**config.mk**
```make
export PLATFORM = sky130hd
export DESIGN_NAME = knob_and_button_event_classifier_unit_flat
export DESIGN_NICKNAME = d
export VERILOG_FILES = /design/src/kbec_pkg.sv /design/src/kbec_if.sv /design/src/kbec_cfg.sv /design/src/kbec_core.sv /design/src/knob_and_button_event_classifier_unit.sv /design/src/flat_wrapper.sv
export SDC_FILE = /design/constraint.sdc
export NUM_CORES = 1
export LEC_CHECK = 0
export BUFFER_PORTS_ARGS = -buffer_cell sky130_fd_sc_hd__buf_2
export CAP_MARGIN = 15
export CORE_ASPECT_RATIO = 1.2
export CORE_UTILIZATION = 60
export DETAILED_ROUTE_END_ITERATION = 8
export GPL_TIMING_DRIVEN = 0
export PLACE_DENSITY = 0.84
export SYNTH_ARGS = -nofsm -noshare
export SYNTH_HDL_FRONTEND = slang
export SYNTH_SLANG_ARGS = --single-unit
```
**constraint.sdc**
```tcl
create_clock -name clk_i -period 6.25 [get_ports clk_i]
set_input_delay 1.25 -clock clk_i [delete_from_list [all_inputs] [get_ports clk_i]]
set_output_delay 1.25 -clock clk_i [all_outputs]
set_load 0.03 [all_outputs]
```
**src/kbec_pkg.sv**
```systemverilog
// Shared types, widths and constants of the knob and button event classifier.
`default_nettype none

package kbec_pkg;

  localparam int unsigned PosWidthDef  = 16;
  localparam int unsigned TimeWidth    = 32;
  localparam int unsigned WindowWidth  = 16;
  localparam int unsigned LimitWidth   = 16;
  localparam int unsigned ThrWidth     = 15;
  localparam int unsigned HeldWidth    = 16;
  localparam int unsigned EventWidth   = 3;
  localparam int unsigned CfgIdxWidth  = 2;
  localparam int unsigned CfgDataWidth = 16;

  localparam logic [WindowWidth-1:0] WindowRst = WindowWidth'(400);
  localparam logic [LimitWidth-1:0]  LimitRst  = LimitWidth'(1000);
  localparam logic [ThrWidth-1:0]    ThrRst    = ThrWidth'(4);

  typedef enum logic [CfgIdxWidth-1:0] {
    CFG_WINDOW    = 2'd0,
    CFG_LIMIT     = 2'd1,
    CFG_THRESHOLD = 2'd2
  } cfg_idx_e;

  typedef enum logic [EventWidth-1:0] {
    EV_NONE   = 3'd0,
    EV_CW     = 3'd1,
    EV_CCW    = 3'd2,
    EV_CLICK  = 3'd3,
    EV_DOUBLE = 3'd4,
    EV_LONG   = 3'd5
  } event_e;

  typedef struct packed {
    logic [WindowWidth-1:0] window;
    logic [LimitWidth-1:0]  limit;
    logic [ThrWidth-1:0]    threshold;
  } cfg_t;

endpackage

`default_nettype wire

```
**src/kbec_if.sv**
```systemverilog
// Valid/ready channel interfaces for poll requests and event results.
`default_nettype none

interface kbec_in_if import kbec_pkg::*; #(
  parameter int unsigned PosWidth = PosWidthDef
) ();
  logic                 valid;
  logic                 ready;
  logic [PosWidth-1:0]  encoder_count;
  logic                 button_level;
  logic [TimeWidth-1:0] current_time;

  modport source (output valid, encoder_count, button_level, current_time, input ready);
  modport sink   (input valid, encoder_count, button_level, current_time, output ready);
endinterface

interface kbec_out_if import kbec_pkg::*; ();
  logic                  valid;
  logic                  ready;
  logic [EventWidth-1:0] event_code;

  modport source (output valid, event_code, input ready);
  modport sink   (input valid, event_code, output ready);
endinterface

`default_nettype wire

```
**src/kbec_cfg.sv**
```systemverilog
// Configuration registers: double-click window, long-press limit, step threshold.
`default_nettype none

module kbec_cfg import kbec_pkg::*; (
  input  logic                    clk_i,
  input  logic                    rst_ni,
  input  logic                    cfg_we_i,
  input  logic [CfgIdxWidth-1:0]  cfg_idx_i,
  input  logic [CfgDataWidth-1:0] cfg_data_i,
  output cfg_t                    cfg_o
);

  cfg_t cfg_q;

  always_ff @(posedge clk_i or negedge rst_ni) begin
    if (!rst_ni) begin
      cfg_q.window    <= WindowRst;
      cfg_q.limit     <= LimitRst;
      cfg_q.threshold <= ThrRst;
    end else if (cfg_we_i) begin
      unique case (cfg_idx_e'(cfg_idx_i))
        CFG_WINDOW:    cfg_q.window    <= cfg_data_i[WindowWidth-1:0];
        CFG_LIMIT:     cfg_q.limit     <= cfg_data_i[LimitWidth-1:0];
        CFG_THRESHOLD: cfg_q.threshold <= cfg_data_i[ThrWidth-1:0];
        default: ;
      endcase
    end
  end

  assign cfg_o = cfg_q;

endmodule

`default_nettype wire

```
**src/kbec_core.sv**
```systemverilog
// Classifier state and the single-pass decision logic for one poll.
`default_nettype none

module kbec_core import kbec_pkg::*; #(
  parameter int unsigned PosWidth = PosWidthDef
) (
  input  logic                 clk_i,
  input  logic                 rst_ni,
  input  logic                 take_i,
  input  logic [PosWidth-1:0]  pos_i,
  input  logic                 level_i,
  input  logic [TimeWidth-1:0] time_i,
  input  cfg_t                 cfg_i,
  output event_e               event_o
);

  localparam int unsigned CmpWidth = (PosWidth > ThrWidth) ? PosWidth : ThrWidth;

  logic [PosWidth-1:0]  last_pos_q;
  logic                 prev_level_q, prev_level_d;
  logic [HeldWidth-1:0] held_q, held_d;
  logic                 pending_q, pending_d;
  logic [TimeWidth-1:0] rel_time_q, rel_time_d;

  logic [PosWidth-1:0]  delta;
  logic [PosWidth-1:0]  mag;
  logic [TimeWidth-1:0] elapsed;
  logic [HeldWidth-1:0] held_inc;
  logic                 expired;
  logic                 rotate;
  event_e               rot_event;
  event_e               event_d;

  assign delta    = pos_i - last_pos_q;
  assign mag      = delta[PosWidth-1] ? (~delta + PosWidth'(1)) : delta;
  assign elapsed  = time_i - rel_time_q;
  assign expired  = elapsed >= TimeWidth'(cfg_i.window);
  assign held_inc = (held_q == {HeldWidth{1'b1}}) ? held_q : held_q + HeldWidth'(1);

  always_comb begin
    rot_event = EV_NONE;
    if (CmpWidth'(mag) >= CmpWidth'(cfg_i.threshold)) begin
      rot_event = delta[PosWidth-1] ? EV_CCW : EV_CW;
    end
  end

  always_comb begin
    event_d      = EV_NONE;
    prev_level_d = prev_level_q;
    held_d       = held_q;
    pending_d    = pending_q;
    rel_time_d   = rel_time_q;
    rotate       = 1'b0;
    if (pending_q && expired) begin
      // window ran out: the edge on this poll is seen on the next one
      pending_d = 1'b0;
      event_d   = EV_CLICK;
    end else if (!level_i && !prev_level_q && (held_inc > cfg_i.limit)) begin
      held_d    = '0;
      pending_d = 1'b0;
      event_d   = EV_LONG;
    end else if (!level_i && prev_level_q) begin
      held_d       = '0;
      prev_level_d = 1'b0;
    end else if (level_i && !prev_level_q) begin
      prev_level_d = 1'b1;
      held_d       = '0;
      if ((held_q != '0) && (held_q < cfg_i.limit)) begin
        if (pending_q) begin
          pending_d = 1'b0;
          event_d   = EV_DOUBLE;
        end else begin
          pending_d  = 1'b1;
          rel_time_d = time_i;
        end
      end else begin
        rotate = 1'b1;
      end
    end else begin
      if (!level_i) begin
        held_d = held_inc;
      end
      rotate = 1'b1;
    end
    if (rotate) begin
      event_d = rot_event;
    end
  end

  always_ff @(posedge clk_i or negedge rst_ni) begin
    if (!rst_ni) begin
      last_pos_q   <= '0;
      prev_level_q <= 1'b1;
      held_q       <= '0;
      pending_q    <= 1'b0;
      rel_time_q   <= '0;
    end else if (take_i) begin
      last_pos_q   <= pos_i;
      prev_level_q <= prev_level_d;
      held_q       <= held_d;
      pending_q    <= pending_d;
      rel_time_q   <= rel_time_d;
    end
  end

  assign event_o = event_d;

endmodule

`default_nettype wire

```
**src/knob_and_button_event_classifier_unit.sv**
```systemverilog
// Top level of the knob and button event classifier.
// Each poll request (encoder count, active-low button level, millisecond time)
// yields exactly one event: none, clockwise, counter-clockwise, click, double
// click or long press. A poll is registered on entry, classified by one pass of
// compare logic against the held state, and the event lands in an output
// register. One poll is accepted every cycle unless the output stalls, the
// rate being set by the single state update per poll in kbec_core. The input
// stays open while an event waits, as long as the output register can move.
// Configuration writes are expected only while no poll is in flight.
`default_nettype none

module knob_and_button_event_classifier_unit import kbec_pkg::*; #(
  parameter int unsigned POSITION_WIDTH = PosWidthDef
) (
  input  logic                    clk_i,
  input  logic                    rst_ni,
  input  logic                    cfg_we_i,
  input  logic [CfgIdxWidth-1:0]  cfg_idx_i,
  input  logic [CfgDataWidth-1:0] cfg_data_i,
  kbec_in_if.sink                 in_if,
  kbec_out_if.source              out_if
);

  cfg_t                      cfg;
  logic                      in_valid_q;
  logic [POSITION_WIDTH-1:0] pos_q;
  logic                      level_q;
  logic [TimeWidth-1:0]      time_q;
  logic                      out_valid_q;
  event_e                    event_q;
  event_e                    event_d;
  logic                      advance;
  logic                      in_take;

  assign advance     = in_valid_q && (!out_valid_q || out_if.ready);
  assign in_if.ready = !in_valid_q || advance;
  assign in_take     = in_if.valid && in_if.ready;

  kbec_cfg u_cfg (
    .clk_i      (clk_i),
    .rst_ni     (rst_ni),
    .cfg_we_i   (cfg_we_i),
    .cfg_idx_i  (cfg_idx_i),
    .cfg_data_i (cfg_data_i),
    .cfg_o      (cfg)
  );

  kbec_core #(
    .PosWidth (POSITION_WIDTH)
  ) u_core (
    .clk_i   (clk_i),
    .rst_ni  (rst_ni),
    .take_i  (advance),
    .pos_i   (pos_q),
    .level_i (level_q),
    .time_i  (time_q),
    .cfg_i   (cfg),
    .event_o (event_d)
  );

  always_ff @(posedge clk_i or negedge rst_ni) begin
    if (!rst_ni) begin
      in_valid_q <= 1'b0;
    end else if (in_take) begin
      in_valid_q <= 1'b1;
    end else if (advance) begin
      in_valid_q <= 1'b0;
    end
  end

  always_ff @(posedge clk_i) begin
    if (in_take) begin
      pos_q   <= in_if.encoder_count;
      level_q <= in_if.button_level;
      time_q  <= in_if.current_time;
    end
  end

  always_ff @(posedge clk_i or negedge rst_ni) begin
    if (!rst_ni) begin
      out_valid_q <= 1'b0;
    end else if (advance) begin
      out_valid_q <= 1'b1;
    end else if (out_if.ready) begin
      out_valid_q <= 1'b0;
    end
  end

  always_ff @(posedge clk_i) begin
    if (advance) begin
      event_q <= event_d;
    end
  end

  assign out_if.valid      = out_valid_q;
  assign out_if.event_code = event_q;

endmodule

`default_nettype wire
```
**src/flat_wrapper.sv**
```systemverilog
// flat-port wrapper written by rule: the top's interface ports become plain ports
module knob_and_button_event_classifier_unit_flat import kbec_pkg::*;
#(
  parameter int unsigned POSITION_WIDTH = PosWidthDef
)
  (clk_i, rst_ni, cfg_we_i, cfg_idx_i, cfg_data_i, in_if_valid, in_if_encoder_count, in_if_button_level, in_if_current_time, in_if_ready, out_if_valid, out_if_event_code, out_if_ready);
  kbec_in_if in_if_i ();
  kbec_out_if out_if_i ();
  input  logic clk_i;
  input  logic rst_ni;
  input  logic cfg_we_i;
  input  logic [CfgIdxWidth-1:0] cfg_idx_i;
  input  logic [CfgDataWidth-1:0] cfg_data_i;
  input wire logic [$bits(in_if_i.valid)-1:0] in_if_valid;
  input wire logic [$bits(in_if_i.encoder_count)-1:0] in_if_encoder_count;
  input wire logic [$bits(in_if_i.button_level)-1:0] in_if_button_level;
  input wire logic [$bits(in_if_i.current_time)-1:0] in_if_current_time;
  output wire logic [$bits(in_if_i.ready)-1:0] in_if_ready;
  output wire logic [$bits(out_if_i.valid)-1:0] out_if_valid;
  output wire logic [$bits(out_if_i.event_code)-1:0] out_if_event_code;
  input wire logic [$bits(out_if_i.ready)-1:0] out_if_ready;
  assign in_if_i.valid = in_if_valid;
  assign in_if_i.encoder_count = in_if_encoder_count;
  assign in_if_i.button_level = in_if_button_level;
  assign in_if_i.current_time = in_if_current_time;
  assign in_if_ready = in_if_i.ready;
  assign out_if_valid = out_if_i.valid;
  assign out_if_event_code = out_if_i.event_code;
  assign out_if_i.ready = out_if_ready;
  knob_and_button_event_classifier_unit #(.POSITION_WIDTH(POSITION_WIDTH)) u_core (.clk_i(clk_i), .rst_ni(rst_ni), .cfg_we_i(cfg_we_i), .cfg_idx_i(cfg_idx_i), .cfg_data_i(cfg_data_i), .in_if(in_if_i), .out_if(out_if_i));
endmodule
```
## Word level (Yosys, flattened, before mapping)

Index checks and enable logic that the tools add are counted.

- Register bits: 167
- Bits of input ports: 72
- Output and inout port bits: 5
- Logic and storage cells: 92

- $add $sub $neg: 4
- Magnitude comparators: 4
- Equality and inequality tests: 5
- Multiplexer cells: 32
- Bitwise operators: 5
- Reductions and logical operators: 28

Operators by type and width:

| kind | number |
|---|---|
| $mux 16 | 6 |
| $add 16x1->16 const B | 2 |
| $ge 32x16->1 | 1 |
| $sub 32x32->32 | 1 |
| $mux 3 | 7 |
| $mux 1 | 17 |
| $eq 16x16->1 const B | 1 |
| $ge 16x15->1 | 1 |
| $gt 16x16->1 | 1 |
| $lt 16x16->1 | 1 |
| $not 16->16 | 1 |
| $reduce_bool 16->1 | 1 |
| $sub 16x16->16 | 1 |
| $logic_and 1x1->1 | 8 |
| $reduce_and 4->1 | 2 |
| $reduce_and 7->1 | 1 |
| $reduce_and 2->1 | 3 |
| $reduce_bool 2->1 | 3 |
| $reduce_bool 3->1 | 2 |
| $logic_not 1->1 | 4 |
| $mux 2 | 2 |
| $ne 4x4->1 const B | 1 |
| $not 1->1 | 4 |
| $ne 3x3->1 const B | 1 |
| other kinds (5) | 6 |

## Depth between registers and ports, before layout

Gate-level depths: netlist of the first run.

- Depth in word-level cells: 8
- Depth in mapped cells: 23
- Depth with buffers taken out: 22

## By module

From an unflattened synthesis of the first run, not the netlist that was laid out.

- Cells, all modules: 1101
- Area total of the unflattened synthesis: 11106.9 um^2

By module, submodules not included:

| module | times used | cells each | area each (um^2) | sequential area each (um^2) |
|---|---|---|---|---|
| kbec_core | 1 | 941 | 7649.8 | 1652.8 |
| kbec_cfg | 1 | 100 | 1791.7 | 1188.6 |
| knob_and_button_event_classifier_unit | 1 | 60 | 1665.3 | 1611.5 |

## Least setup slack after synthesis of the first run

OpenSTA, ideal clock, no wires.

- Path kind: flip-flop to flip-flop
- Start point: register u_core.pos_q[1]
- End point: register u_core.event_q[1], in the netlist u_core.out_if.event_code[1] (data pin)
- Setup time: 0.256 ns
- Arrival time: 4.567 ns
- Required time: 5.994 ns
- Slack: 1.428 ns
- Cell stages (with the launch flop): 23
- Path buffers: 1
- Period minus slack after synthesis: 4.822 ns
- Cell sequence: edfxtp_1 ha_1 nor2b_1 o31a_1 o31ai_1 a21oi_1 o311ai_0 a21boi_0 mux2i_1 or2_2 clkbuf_1 and2_1 xor2_1 ha_1 a21o_1 a21o_1 a21oi_1 nand2_1 nand2_1 a31oi_1 o41ai_1 o31ai_1 a31o_2

- Word-level cells in the longest chain between the ends: 7
- Elaborated cells on any way between the ends: 8
- Classes of those cells: add/sub (2); order compare (1); mux (4); bitwise (1)

RTL lines:

| item | line | text |
|---|---|---|
| start: declaration | knob_and_button_event_classifier_unit.sv:26 | `logic [POSITION_WIDTH-1:0] pos_q;` |
| start signal: assignment | knob_and_button_event_classifier_unit.sv:73 | `pos_q <= in_if.encoder_count;` |
| $sub 16x16->16 * | kbec_core.sv:34 | `assign delta = pos_i - last_pos_q;` |
| $not 16->16 | kbec_core.sv:35 | `assign mag = delta[PosWidth-1] ? (~delta + PosWidth'(1)) : delta;` |
| $add 16x1->16 | kbec_core.sv:35 |  |
| $mux 16 | kbec_core.sv:35 |  |
| $ge 16x15->1 | kbec_core.sv:42 | `if (CmpWidth'(mag) >= CmpWidth'(cfg_i.threshold)) begin` |
| $mux 2 * | kbec_core.sv:42 |  |
| $mux 3 * | kbec_core.sv:85 | `if (rotate) begin` |
| net u_core.event_d[1] | knob_and_button_event_classifier_unit.sv:31 | `event_e event_d;` |
| end signal: assignment | knob_and_button_event_classifier_unit.sv:91 | `event_q <= event_d;` |
| end: declaration | knob_and_button_event_classifier_unit.sv:30 | `event_e event_q;` |

The timed path passes the listed nets; every way through them passes the cells marked *.
A chain may end at the register's enable or synchronous reset.

## Worst setup path in the final report of the first run

Same ends and word-level chain as after synthesis.

==> results of run 1 <==
==> state kept, by name, indices dropped and copies added (netlist names) <==
| name | flops |
|---|---|
| u_core.u_core.last_pos_q | 16 |
| u_core.pos_q | 16 |
| u_core.out_if.event_code | 3 |
| u_core.u_core.held_q | 16 |
| u_core.u_core.rel_time_q | 32 |
| u_core.u_cfg.cfg_o | 47 |
| u_core.level_q | 1 |
| u_core.u_core.pending_q | 1 |
| u_core.out_if.valid | 1 |
| u_core.time_q | 32 |
| u_core.u_core.prev_level_q | 1 |
| u_core.in_valid_q | 1 |
==> stage by stage <==
step | hold WS, ns | area, sq um | setup slack (ns) | cells | utilization (%)
3_3_place_gp | 0.472 | 11600 | 0.781 | 1396 | 65.5
5_1_grt | 0.514 | 12300 | 0.239 | 1429 | 69.2
3_5_place_dp | 0.483 | 11700 | 0.661 | 1398 | 65.9
4_1_cts | 0.500 | 12300 | 0.597 | 1429 | 69.2
6_report | 0.499 | 12300 | 0.517 | 1429 | 69.2
2_1_floorplan | 0.456 | 10900 | 1.43 | 1100 | -
==> worst max-delay path: cells and delay by family (launching register included) <==
kind | cells | cell delay (ns)
DFF | 1 | 0.44
xor gates and xnor gates | 1 | 0.14
muxes | 1 | 0.19
adders and majority gates | 2 | 0.60
buffers and inverters | 1 | 0.19
AOI/OAI and AO/OA | 12 | 3.15
and+or+nand+nor | 5 | 0.78
==> logic make-up (layout without fill, tap and decap cells) <==
group                      after synthesis  in the layout
xor gates and xnor gates                56             56
adders and majority gates              117            117
AOI/OAI and AO/OA                      269            269
buffers and inverters                  139            248
DFF                                    167            167
and+or+nand+nor                        281            281
muxes                                   71             71
==> cells in the final DEF, fill, tap and decap left out, drive strengths merged, types with 4 or more instances in the layout <==
| cell | netlist | layout |
|---|---|---|
| a211oi | 14 | 14 |
| a21boi | 5 | 5 |
| a21o | 24 | 24 |
| a21oi | 47 | 47 |
| a22o | 4 | 4 |
| a31o | 4 | 4 |
| a31oi | 11 | 11 |
| a41oi | 5 | 5 |
| and2 | 8 | 8 |
| and3 | 10 | 10 |
| and4 | 4 | 4 |
| buf | 3 | 81 |
| clkbuf | 25 | 43 |
| dfrtp | 104 | 104 |
| dfstp | 11 | 11 |
| edfxtp | 52 | 52 |
| ha | 115 | 115 |
| inv | 111 | 116 |
| mux2 | 65 | 65 |
| mux2i | 6 | 6 |
| nand2 | 76 | 76 |
| nand2b | 14 | 14 |
| nand3 | 25 | 25 |
| nand4 | 16 | 16 |
| nor2 | 61 | 61 |
| nor2b | 13 | 13 |
| nor3 | 20 | 20 |
| nor3b | 4 | 4 |
| nor4 | 7 | 7 |
| o211ai | 10 | 10 |
| o21a | 20 | 20 |
| o21ai | 71 | 71 |
| o21bai | 9 | 9 |
| o22ai | 5 | 5 |
| o31a | 4 | 4 |
| o31ai | 22 | 22 |
| or2 | 7 | 7 |
| or3 | 6 | 6 |
| xnor2 | 40 | 40 |
| xor2 | 16 | 16 |
==> final timing paths <==
kind / cells after the start / end / start / slack (ns)
max in group asynchronous: 2 / u_core.u_cfg.cfg_o[21] / rst_ni / 4.79
worst max register to register: 22 / u_core.out_if.event_code[1] / u_core.pos_q[1] / 0.52
min in group asynchronous: 1 / u_core.u_core.last_pos_q[6] / rst_ni / 0.74
worst min register to register: 2 / u_core.u_core.last_pos_q[0] / u_core.u_core.last_pos_q[0] / 0.50
worst max-delay path: 22 / u_core.out_if.event_code[1] / u_core.pos_q[1] / 0.52
worst min-delay path: 2 / u_core.u_core.last_pos_q[0] / u_core.u_core.last_pos_q[0] / 0.50
==> cells in the mapped netlist, drive strengths merged, types with 22 or more instances <==
cell,number
a21o,24
o21ai,71
dfrtp,104
xnor2,40
clkbuf,25
o31ai,22
nand2,76
mux2,65
ha,115
nand3,25
nor2,61
inv,111
edfxtp,52
a21oi,47
==> area by class of cell <==
| cell class | count | share of cell area, % |
|---|---|---|
| multi-input cells | 794 | 48.7 |
| flip-flops and latches | 167 | 36.3 |
| repair buffers | 78 | 3.54 |
| clock buffers | 18 | 3.50 |
| inverters | 111 | 3.40 |
| well taps | 220 | 2.25 |
| clock inverters | 13 | 1.38 |
| plain buffers | 28 | 0.939 |
==> per-layer routing <==
| layer | wire length, um | track usage [%] | vias up | part of all wire [%] |
|---|---|---|---|---|
| li1 | - | - | 4168 | - |
| met1 | 10300 | 31.3 | 4119 | 43 |
| met2 | 12200 | 49.5 | 173 | 51 |
| met3 | 729 | 4.22 | 52 | 3.0 |
| met4 | 654 | 12.3 | 0 | 2.7 |
| met5 | 0 | 0 | - | 0 |
==> power by group through the flow <==
stage	Combinational, mW	Clock (mW)	Sequential [mW]
after global routing	2.76	1.14	1.50
after CTS	2.44	1.10	1.47
after global placement	2.31	0	1.48
final	2.45	1.09	1.47
after detailed placement	2.40	0	1.49
after floorplan	1.88	0	1.47
==> reports/metrics.yaml, run 1 <==
synthMuxAreaShare_pct: 7.23
io_pins: 77
grt-ovfl-total: 0
setup_tns_ns: 0
cp_slowest_cell: "o311ai_0"
crit_path_end_kind: "flip-flop"
fmax_mhz: 174
grt_max_degree: 70
die_w_um: 125
crit_required_ns: 6.44
ant_nets: 0
antenna_cells: 0
cp_data_arrival_time_ns: 5.92
synth-adder-area-share_pct: 13.5
synth_compound_area_share_pct: 16.4
hp-class: "reg2reg"
first_pass_iters: 6
synthCells: 1100
synthDistinctLibCells: 69
finalSetupViolCount: 0
syn-num-nets: 1289
p_int_mw: 3.06
tightest_slew_ns: 0.693
final_hold_viol_count: 0
rows: 53
grt_pass1_vias: 8613
grt_first_pass_wirelength_mm: 40.2
dp_hpwl_mm: 18.2
yosysTopAreaCell: "dfrtp_1"
yosysSeqAreaShare_pct: 40.7
relSlewSlack_pct: 53.4
maxCapViolCount: 0
antenna_found_initial: 0
cts_tree: "yes"
htreeDepth: 4
port_buffers: 76
synth_edf_count: 52
num-fill-cells: 1344
skew_ns: 0.0142
finalNetCount: 1386
yosysTopAreaCellShare_pct: 23.8
ir_drop_mv: 0.234
clk_pin_slew_worst_paths_ns: 0.07
clk_latency_ns: 0.44
path_cells: "ha_1 > nor2b_1 > o31a_1 > o31ai_1 > a21oi_1 > o311ai_0 > a21boi_0 > mux2i_1 > or2_2 > clkbuf_1 > and2_1 > xor2_1 > ha_1 > a21o_1 > a21o_1 > a21oi_1 > nand2_1 > nand2_1 > a31oi_1 > o41ai_1 > o31ai_1 > a31o_2"
ys_async_sr_fraction_pct: 68.9
cts_setup_buffers: 0
cts_root_buffer: "clkbuf_16"
cp-start-kind: "flip-flop"
fin_crit_ns: 5.73
start_util_pct: 61.8
crit_type: "reg2reg"
coreArea_sq_mm: 0.0177
yosys.area_share.simple_pct: 12.8
die_h_um: 150
synth_top_family_by_area: "compound AO/OA/AOI/OAI gates"
seqCellArea_sq_mm: 0.00445
worstPathMaxFanout: 7
netlist_area_sq_mm: 0.0109
postCtsResizedCells: 0
avgViaCountPerCell: 5.96
power.leakage_nw: 5.56
post-route-drc-count: 0
p_per_area_mw_per_mm2: 408
clock_sinks: 167
min_period_over_period_pct: 91.7
avgSynthCellArea_sq_um: 9.95
synth-seq-cells: 167
place.gp.congestion: 0.897
switchingPower_mw: 1.95
ys_warn_count: 0
slowest_delay_ns: 0.47
combPwrFrac_pct: 48.9
clockBufferDepth: 2
synth.area.top_cells: "dfrtp_1 24%, edfxtp_1 14%, ha_1 13%"
die_area_sq_mm: 0.0188
final_max_slew_viol_count: 0
switching_share_pct: 39.0
drt_iter0_markers: 538
grt.total_usage_pct: 27.1
synth_xor_xnor_area_share_pct: 4.48
cts_buffers: 17
wl_per_cell_um: 16.8
via_count: 8512
multi_input_area_sq_mm: 0.00597
p_seq_share_pct: 29.4
finalPower_mw: 5.01
p_clk_share_pct: 21.7
routed_wl_mm: 24.0
syn2layout_area_growth_pct: 12.0
synth_flop_cell: "dfrtp_1"
grt_setup_unrepaired: "no"
drive_above_1_share_pct: 17.0
cts_hold_buf: 0
status: "finished, final reports clean"
(Power assumes the default switching activity.)
==> run 2: changes to the inputs <==
Settings changed: CORE_UTILIZATION 60 to 45, CTS_BUF_LIST set to sky130_fd_sc_hd__clkbuf_4 sky130_fd_sc_hd__clkbuf_8, PLACE_DENSITY 0.84 to 0.67.
==> reports/metrics.yaml, run 2 (synthesis results as in run 1) <==
die_h_um: 173  # +15%
postCtsResizedCells: 0  # unchanged
dp_hpwl_mm: 18.1  # -0.37%
place.gp.congestion: 0.884  # -1.5%
cts_hold_buf: 0  # unchanged
path_cells: "clkbuf_1 > and4_1 > and3_1 > and2_1 > nand3_1 > or3_1 > clkbuf_1 > nand2_1 > xnor2_1 > ha_1 > nand4_1 > or2_2 > or2_2 > o22ai_1 > nor2_1 > nand3_1 > clkbuf_1 > mux2_2"
port_buffers: 76  # unchanged
cp_data_arrival_time_ns: 5.82  # -0.10 ns
grt.total_usage_pct: 19.6  # -7.5 points
io_pins: 77  # unchanged
clk_pin_slew_worst_paths_ns: 0.09  # +0.02 ns
clock_sinks: 167  # unchanged
hp-class: "reg2reg"
grt_pass1_vias: 8025  # -6.8%
final_hold_viol_count: 0  # unchanged
switchingPower_mw: 1.85  # -5.4%
place_inst: 1498  # +7.2%
grt_max_degree: 71  # +1.4%
drive_above_1_share_pct: 17.2  # +0.23 points
drt_iter0_markers: 388  # -28%
switching_share_pct: 39.5  # +0.53 points
cts_setup_buffers: 0  # unchanged
layout_commonest_cell: "ha_1"
postLayoutCellArea_sq_mm: 0.0122  # -0.48%
die_w_um: 144  # +15%
crit_required_ns: 6.59  # +0.15 ns
finalPower_mw: 4.68  # -6.6%
most-common-layout-cells: "115 x ha_1, 111 x inv_1, 104 x dfrtp_1"
crit_type: "reg2reg"
combPwrFrac_pct: 51.1  # +2.2 points
clockBufferDepth: 2  # unchanged
post-route-drc-count: 0  # unchanged
power.leakage_nw: 5.49  # -1.3%
num-fill-cells: 2240  # +67%
relSlewSlack_pct: 49.1  # -4.3 points
multi_input_area_sq_mm: 0.00597  # unchanged
worstPathMaxFanout: 10  # +3
slowest_delay_ns: 0.56  # +0.09 ns
seqCellArea_sq_mm: 0.00445  # unchanged
rows: 62  # +17%
final_max_slew_viol_count: 0  # unchanged
first_pass_iters: 5  # -1
cts_buffers: 17  # unchanged
skew_ns: 0.0164  # +0.00213 ns
antenna_cells: 0  # unchanged
clk_latency_ns: 0.46  # +0.02 ns
holdWs_ns: 0.499  # -0.000473 ns
antenna_found_initial: 0  # unchanged
routed_wl_mm: 23.0  # -3.9%
status: "finished, final reports clean"
grt_setup_unrepaired: "no"
setup_tns_ns: 0  # unchanged
crit_path_end_kind: "flip-flop"
maxCapViolCount: 0  # unchanged
cp_slowest_cell: "clkbuf_1"
avgViaCountPerCell: 5.39  # -9.6%
tightest_slew_ns: 0.757  # +0.0643 ns
cp_common_cell: "clkbuf_1"
cp-start-kind: "flip-flop"
min_period_over_period_pct: 87.7  # -4.0 points
ir_drop_mv: 0.243  # +3.9%
wl_per_cell_um: 15.0  # -10%
die_area_sq_mm: 0.0250  # +33%
final_core_util_pct: 51.1  # -18 points
cts_tree: "yes"
post_dp_cell_area_sq_mm: 0.0118  # +1.1%
fmax_mhz: 182  # +4.6%
htreeDepth: 4  # unchanged
fin_ws_ns: 0.769  # +0.252 ns
cts_root_buffer: "clkbuf_8"
finalNetCount: 1386  # unchanged
via_count: 8242  # -3.2%
fin_crit_ns: 5.48  # -0.252 ns
start_util_pct: 45.8  # -16 points
layoutNonFillerInstCount: 1530  # +7.1%
ant_nets: 0  # unchanged
grt-ovfl-total: 0  # unchanged
p_per_area_mw_per_mm2: 383  # -6.2%
p_seq_share_pct: 31.4  # +2.0 points
grt_first_pass_wirelength_mm: 38.4  # -4.4%
finalSetupViolCount: 0  # unchanged
p_clk_share_pct: 17.5  # -4.2 points
dp_slack_ns: 0.746  # +0.0843 ns
coreArea_sq_mm: 0.0239  # +35%
p_int_mw: 2.83  # -7.4%
syn2layout_area_growth_pct: 11.4
largest_reg_flops: 47  # unchanged
[run 2: cell count changes in the layout (fill, tap and decap cells not counted), sizes merged]
cell / change
clkinv: +5
inv: -4
clkbuf: +2
clkinvlp: -2
[run 2: final timing paths]
check | startpoint | slack (ns) | depth (start not counted) | to
max | u_core.u_core.held_q[3] | 0.77 | 18 | u_core.u_core.rel_time_q[16]
min | u_core.in_valid_q | 0.50 | 1 | u_core.out_if.valid
max reg2reg | u_core.u_core.held_q[3] | 0.77 | 18 | u_core.u_core.rel_time_q[16]
min reg2reg | u_core.in_valid_q | 0.50 | 1 | u_core.out_if.valid
max in group asynchronous | rst_ni | 4.80 | 2 | u_core.u_core.prev_level_q
min in group asynchronous | rst_ni | 0.71 | 1 | u_core.u_core.last_pos_q[8]
[run 2: metal layers]
metal	GRT usage (%)	up-vias	wire, um
met5	0	-	0
met4	6.75	0	501
met3	3.32	34	608
met2	33.8	139	11500
met1	24.3	3909	10400
li1	-	4160	-
[run 2: worst max-delay path: cells and delay by family, from the launching register on]
kind / cells / cell delay (ns)
AOI/OAI and AO/OA: 1 / 0.47
xor gates and xnor gates: 1 / 0.08
DFF: 1 / 0.38
muxes: 1 / 0.41
buffers and inverters: 3 / 1.12
adders and majority gates: 1 / 0.30
and+or+nand+nor: 11 / 2.60
[run 2: final cells by class]
cell class | count | share of cell area, %
inverter | 111 | 3.42
multi-input combinational | 794 | 48.9
timing repair buffer | 78 | 3.56
tap | 320 | 3.28
buffer | 28 | 0.944
clock buffer | 20 | 2.15
clock inverter | 12 | 1.24
sequential | 167 | 36.5
[run 2: power by group through the flow]
stage | Sequential, mW | Combinational (mW) | Clock (mW)
after CTS | 1.47 | 2.40 | 0.854
after global routing | 1.50 | 2.72 | 0.888
final | 1.47 | 2.39 | 0.817
after global placement | 1.48 | 2.33 | 0
after floorplan | 1.47 | 1.88 | 0
after detailed placement | 1.49 | 2.39 | 0
==> run 3: changes to the inputs <==
Settings changed: MAX_ROUTING_LAYER set to met4.
==> reports/metrics.yaml, run 3 (synthesis results as in run 1) <==
final_hold_viol_count: 0  # unchanged
layout_commonest_cell: "ha_1"
post_dp_cell_area_sq_mm: 0.0118  # unchanged
die_area_sq_mm: 0.0250  # unchanged
largest_reg_flops: 47  # unchanged
cts_root_buffer: "clkbuf_8"
finalSetupViolCount: 0  # unchanged
antenna_cells: 0  # unchanged
rows: 62  # unchanged
avgViaCountPerCell: 5.39  # about the same
die_h_um: 173  # unchanged
slowest_delay_ns: 0.46  # -0.10 ns
wl_per_cell_um: 15.0  # -0.43%
grt_max_degree: 70  # -1.4%
cts_setup_buffers: 0  # unchanged
via_count: 8247  # +0.061%
fmax_mhz: 176  # -3.4%
cp-start-kind: "flip-flop"
port_buffers: 76  # unchanged
cts_buffers: 17  # unchanged
hp-class: "reg2reg"
worstPathMaxFanout: 7  # -3
r2r_cells: 22  # +4
crit_required_ns: 6.49  # -0.10 ns
clock_sinks: 167  # unchanged
maxCapViolCount: 0  # unchanged
ir_drop_mv: 0.242  # -0.57%
routed_wl_mm: 22.9  # -0.43%
hold_depth: 1  # unchanged
crit_type: "reg2reg"
skew_ns: 0.0143  # -0.00208 ns
clk_pin_slew_worst_paths_ns: 0.10  # about the same
status: "finished, final reports clean"
cts_tree: "yes"
postCtsResizedCells: 0  # unchanged
drive_above_1_share_pct: 17.2  # unchanged
num-fill-cells: 2293  # +2.4%
finalPower_mw: 4.65  # -0.48%
final_max_slew_viol_count: 0  # unchanged
power.leakage_nw: 5.47  # -0.45%
grt_pass1_vias: 7829  # -2.4%
dp_hpwl_mm: 18.2  # +0.42%
min_period_over_period_pct: 90.8  # +3.1 points
path_cells: "ha_1 > nor2b_1 > o31a_1 > o31ai_1 > a21oi_1 > o311ai_0 > a21boi_0 > mux2i_1 > or2_2 > clkbuf_1 > and2_1 > xor2_1 > ha_1 > a21o_1 > a21o_1 > a21oi_1 > nand2_1 > nand2_1 > a31oi_1 > o41ai_1 > o31ai_1 > a31o_2"
grt.total_usage_pct: 20.0  # +0.43 points
ant_nets: 0  # unchanged
setup_tns_ns: 0  # unchanged
grt-ovfl-total: 0  # unchanged
start_util_pct: 45.8  # unchanged
tightest_slew_ns: 0.747  # -0.0102 ns
cp_data_arrival_time_ns: 5.92  # +0.10 ns
crit_path_end_kind: "flip-flop"
cp_slowest_cell: "edfxtp_1"
first_pass_iters: 5  # unchanged
post-route-drc-count: 0  # unchanged
syn2layout_area_growth_pct: 11.3
grt_setup_unrepaired: "no"
drt_iter0_markers: 330  # -15%
postLayoutCellArea_sq_mm: 0.0122  # -0.12%
p_per_area_mw_per_mm2: 382  # -0.36%
coreArea_sq_mm: 0.0239  # unchanged
most-common-layout-cells: "115 x ha_1, 111 x inv_1, 104 x dfrtp_1"
clockBufferDepth: 2  # unchanged
fin_crit_ns: 5.68  # +0.195 ns
clk_latency_ns: 0.48  # +0.02 ns
antenna_found_initial: 0  # unchanged
ff2ff_setup_slack_ns: 0.57  # -0.20 ns
htreeDepth: 4  # unchanged
cts_hold_buf: 0  # unchanged
die_w_um: 144  # unchanged
holdWs_ns: 0.491  # -0.00799 ns
place.gp.congestion: 0.858  # -2.9%
relSlewSlack_pct: 49.8  # +0.69 points
grt_first_pass_wirelength_mm: 38.1  # -0.88%
io_pins: 77  # unchanged
finalNetCount: 1386  # unchanged
## run 3: worst max-delay path, delay by kind of cell, from the launching register on
family | cells | cell delay [ns]
flip-flops | 1 | 0.46
AND/OR/NAND/NOR | 5 | 0.80
XOR/XNOR | 1 | 0.15
buffers and inverters | 1 | 0.20
multiplexers | 1 | 0.18
AO/OA/AOI/OAI | 12 | 3.05
adder cells (fa/ha/maj) | 2 | 0.61
## run 3: report_power, final
| group | leakage (nW) | switching (mW) | internal (mW) |
|---|---|---|---|
| Sequential | 1.90 | 0.109 | 1.36 |
| Clock | 0.193 | 0.419 | 0.373 |
| Combinational | 3.37 | 1.34 | 1.05 |
| Total | 5.47 | 1.87 | 2.78 |
## run 3: metrics by stage
stage | util, % | instances | worst slack, ns
floorplan | - | 1100 | 1.43
global placement | 49.1 | 1496 | 0.732
detailed placement | 49.3 | 1498 | 0.621
CTS | 51.0 | 1530 | 0.585
global route | 51.0 | 1530 | 0.0571
finish | 51.0 | 1530 | 0.573
## run 3: final timing paths
path                                                end         startpoint
max                         u_core.out_if.event_code[1]    u_core.pos_q[1]
min                                 u_core.out_if.valid  u_core.in_valid_q
max reg2reg                 u_core.out_if.event_code[1]    u_core.pos_q[1]
min reg2reg                         u_core.out_if.valid  u_core.in_valid_q
max in group asynchronous    u_core.u_core.prev_level_q             rst_ni
min in group asynchronous  u_core.u_core.last_pos_q[13]             rst_ni
## run 3: per-layer routing
layer	track usage, %	wire, um	part of all wire [%]	vias to the layer above
met3	3.16	568	2.5	31
met1	24.5	10400	45	3930
met2	33.5	11500	50	126
met5	-	0	0	-
li1	-	-	-	4160
met4	6.14	386	1.7	0
## run 3: cell type report
type | count | area [sq um] | area share, %
Buffer | 28 | 115 | 0.945
Clock inverter | 13 | 144 | 1.18
Clock buffer | 19 | 255 | 2.09
Sequential cell | 167 | 4450 | 36.5
Tap cell | 320 | 400 | 3.29
Inverter | 111 | 417 | 3.42
Timing Repair Buffer | 78 | 434 | 3.56
Multi-Input combinational cell | 794 | 5970 | 49.0
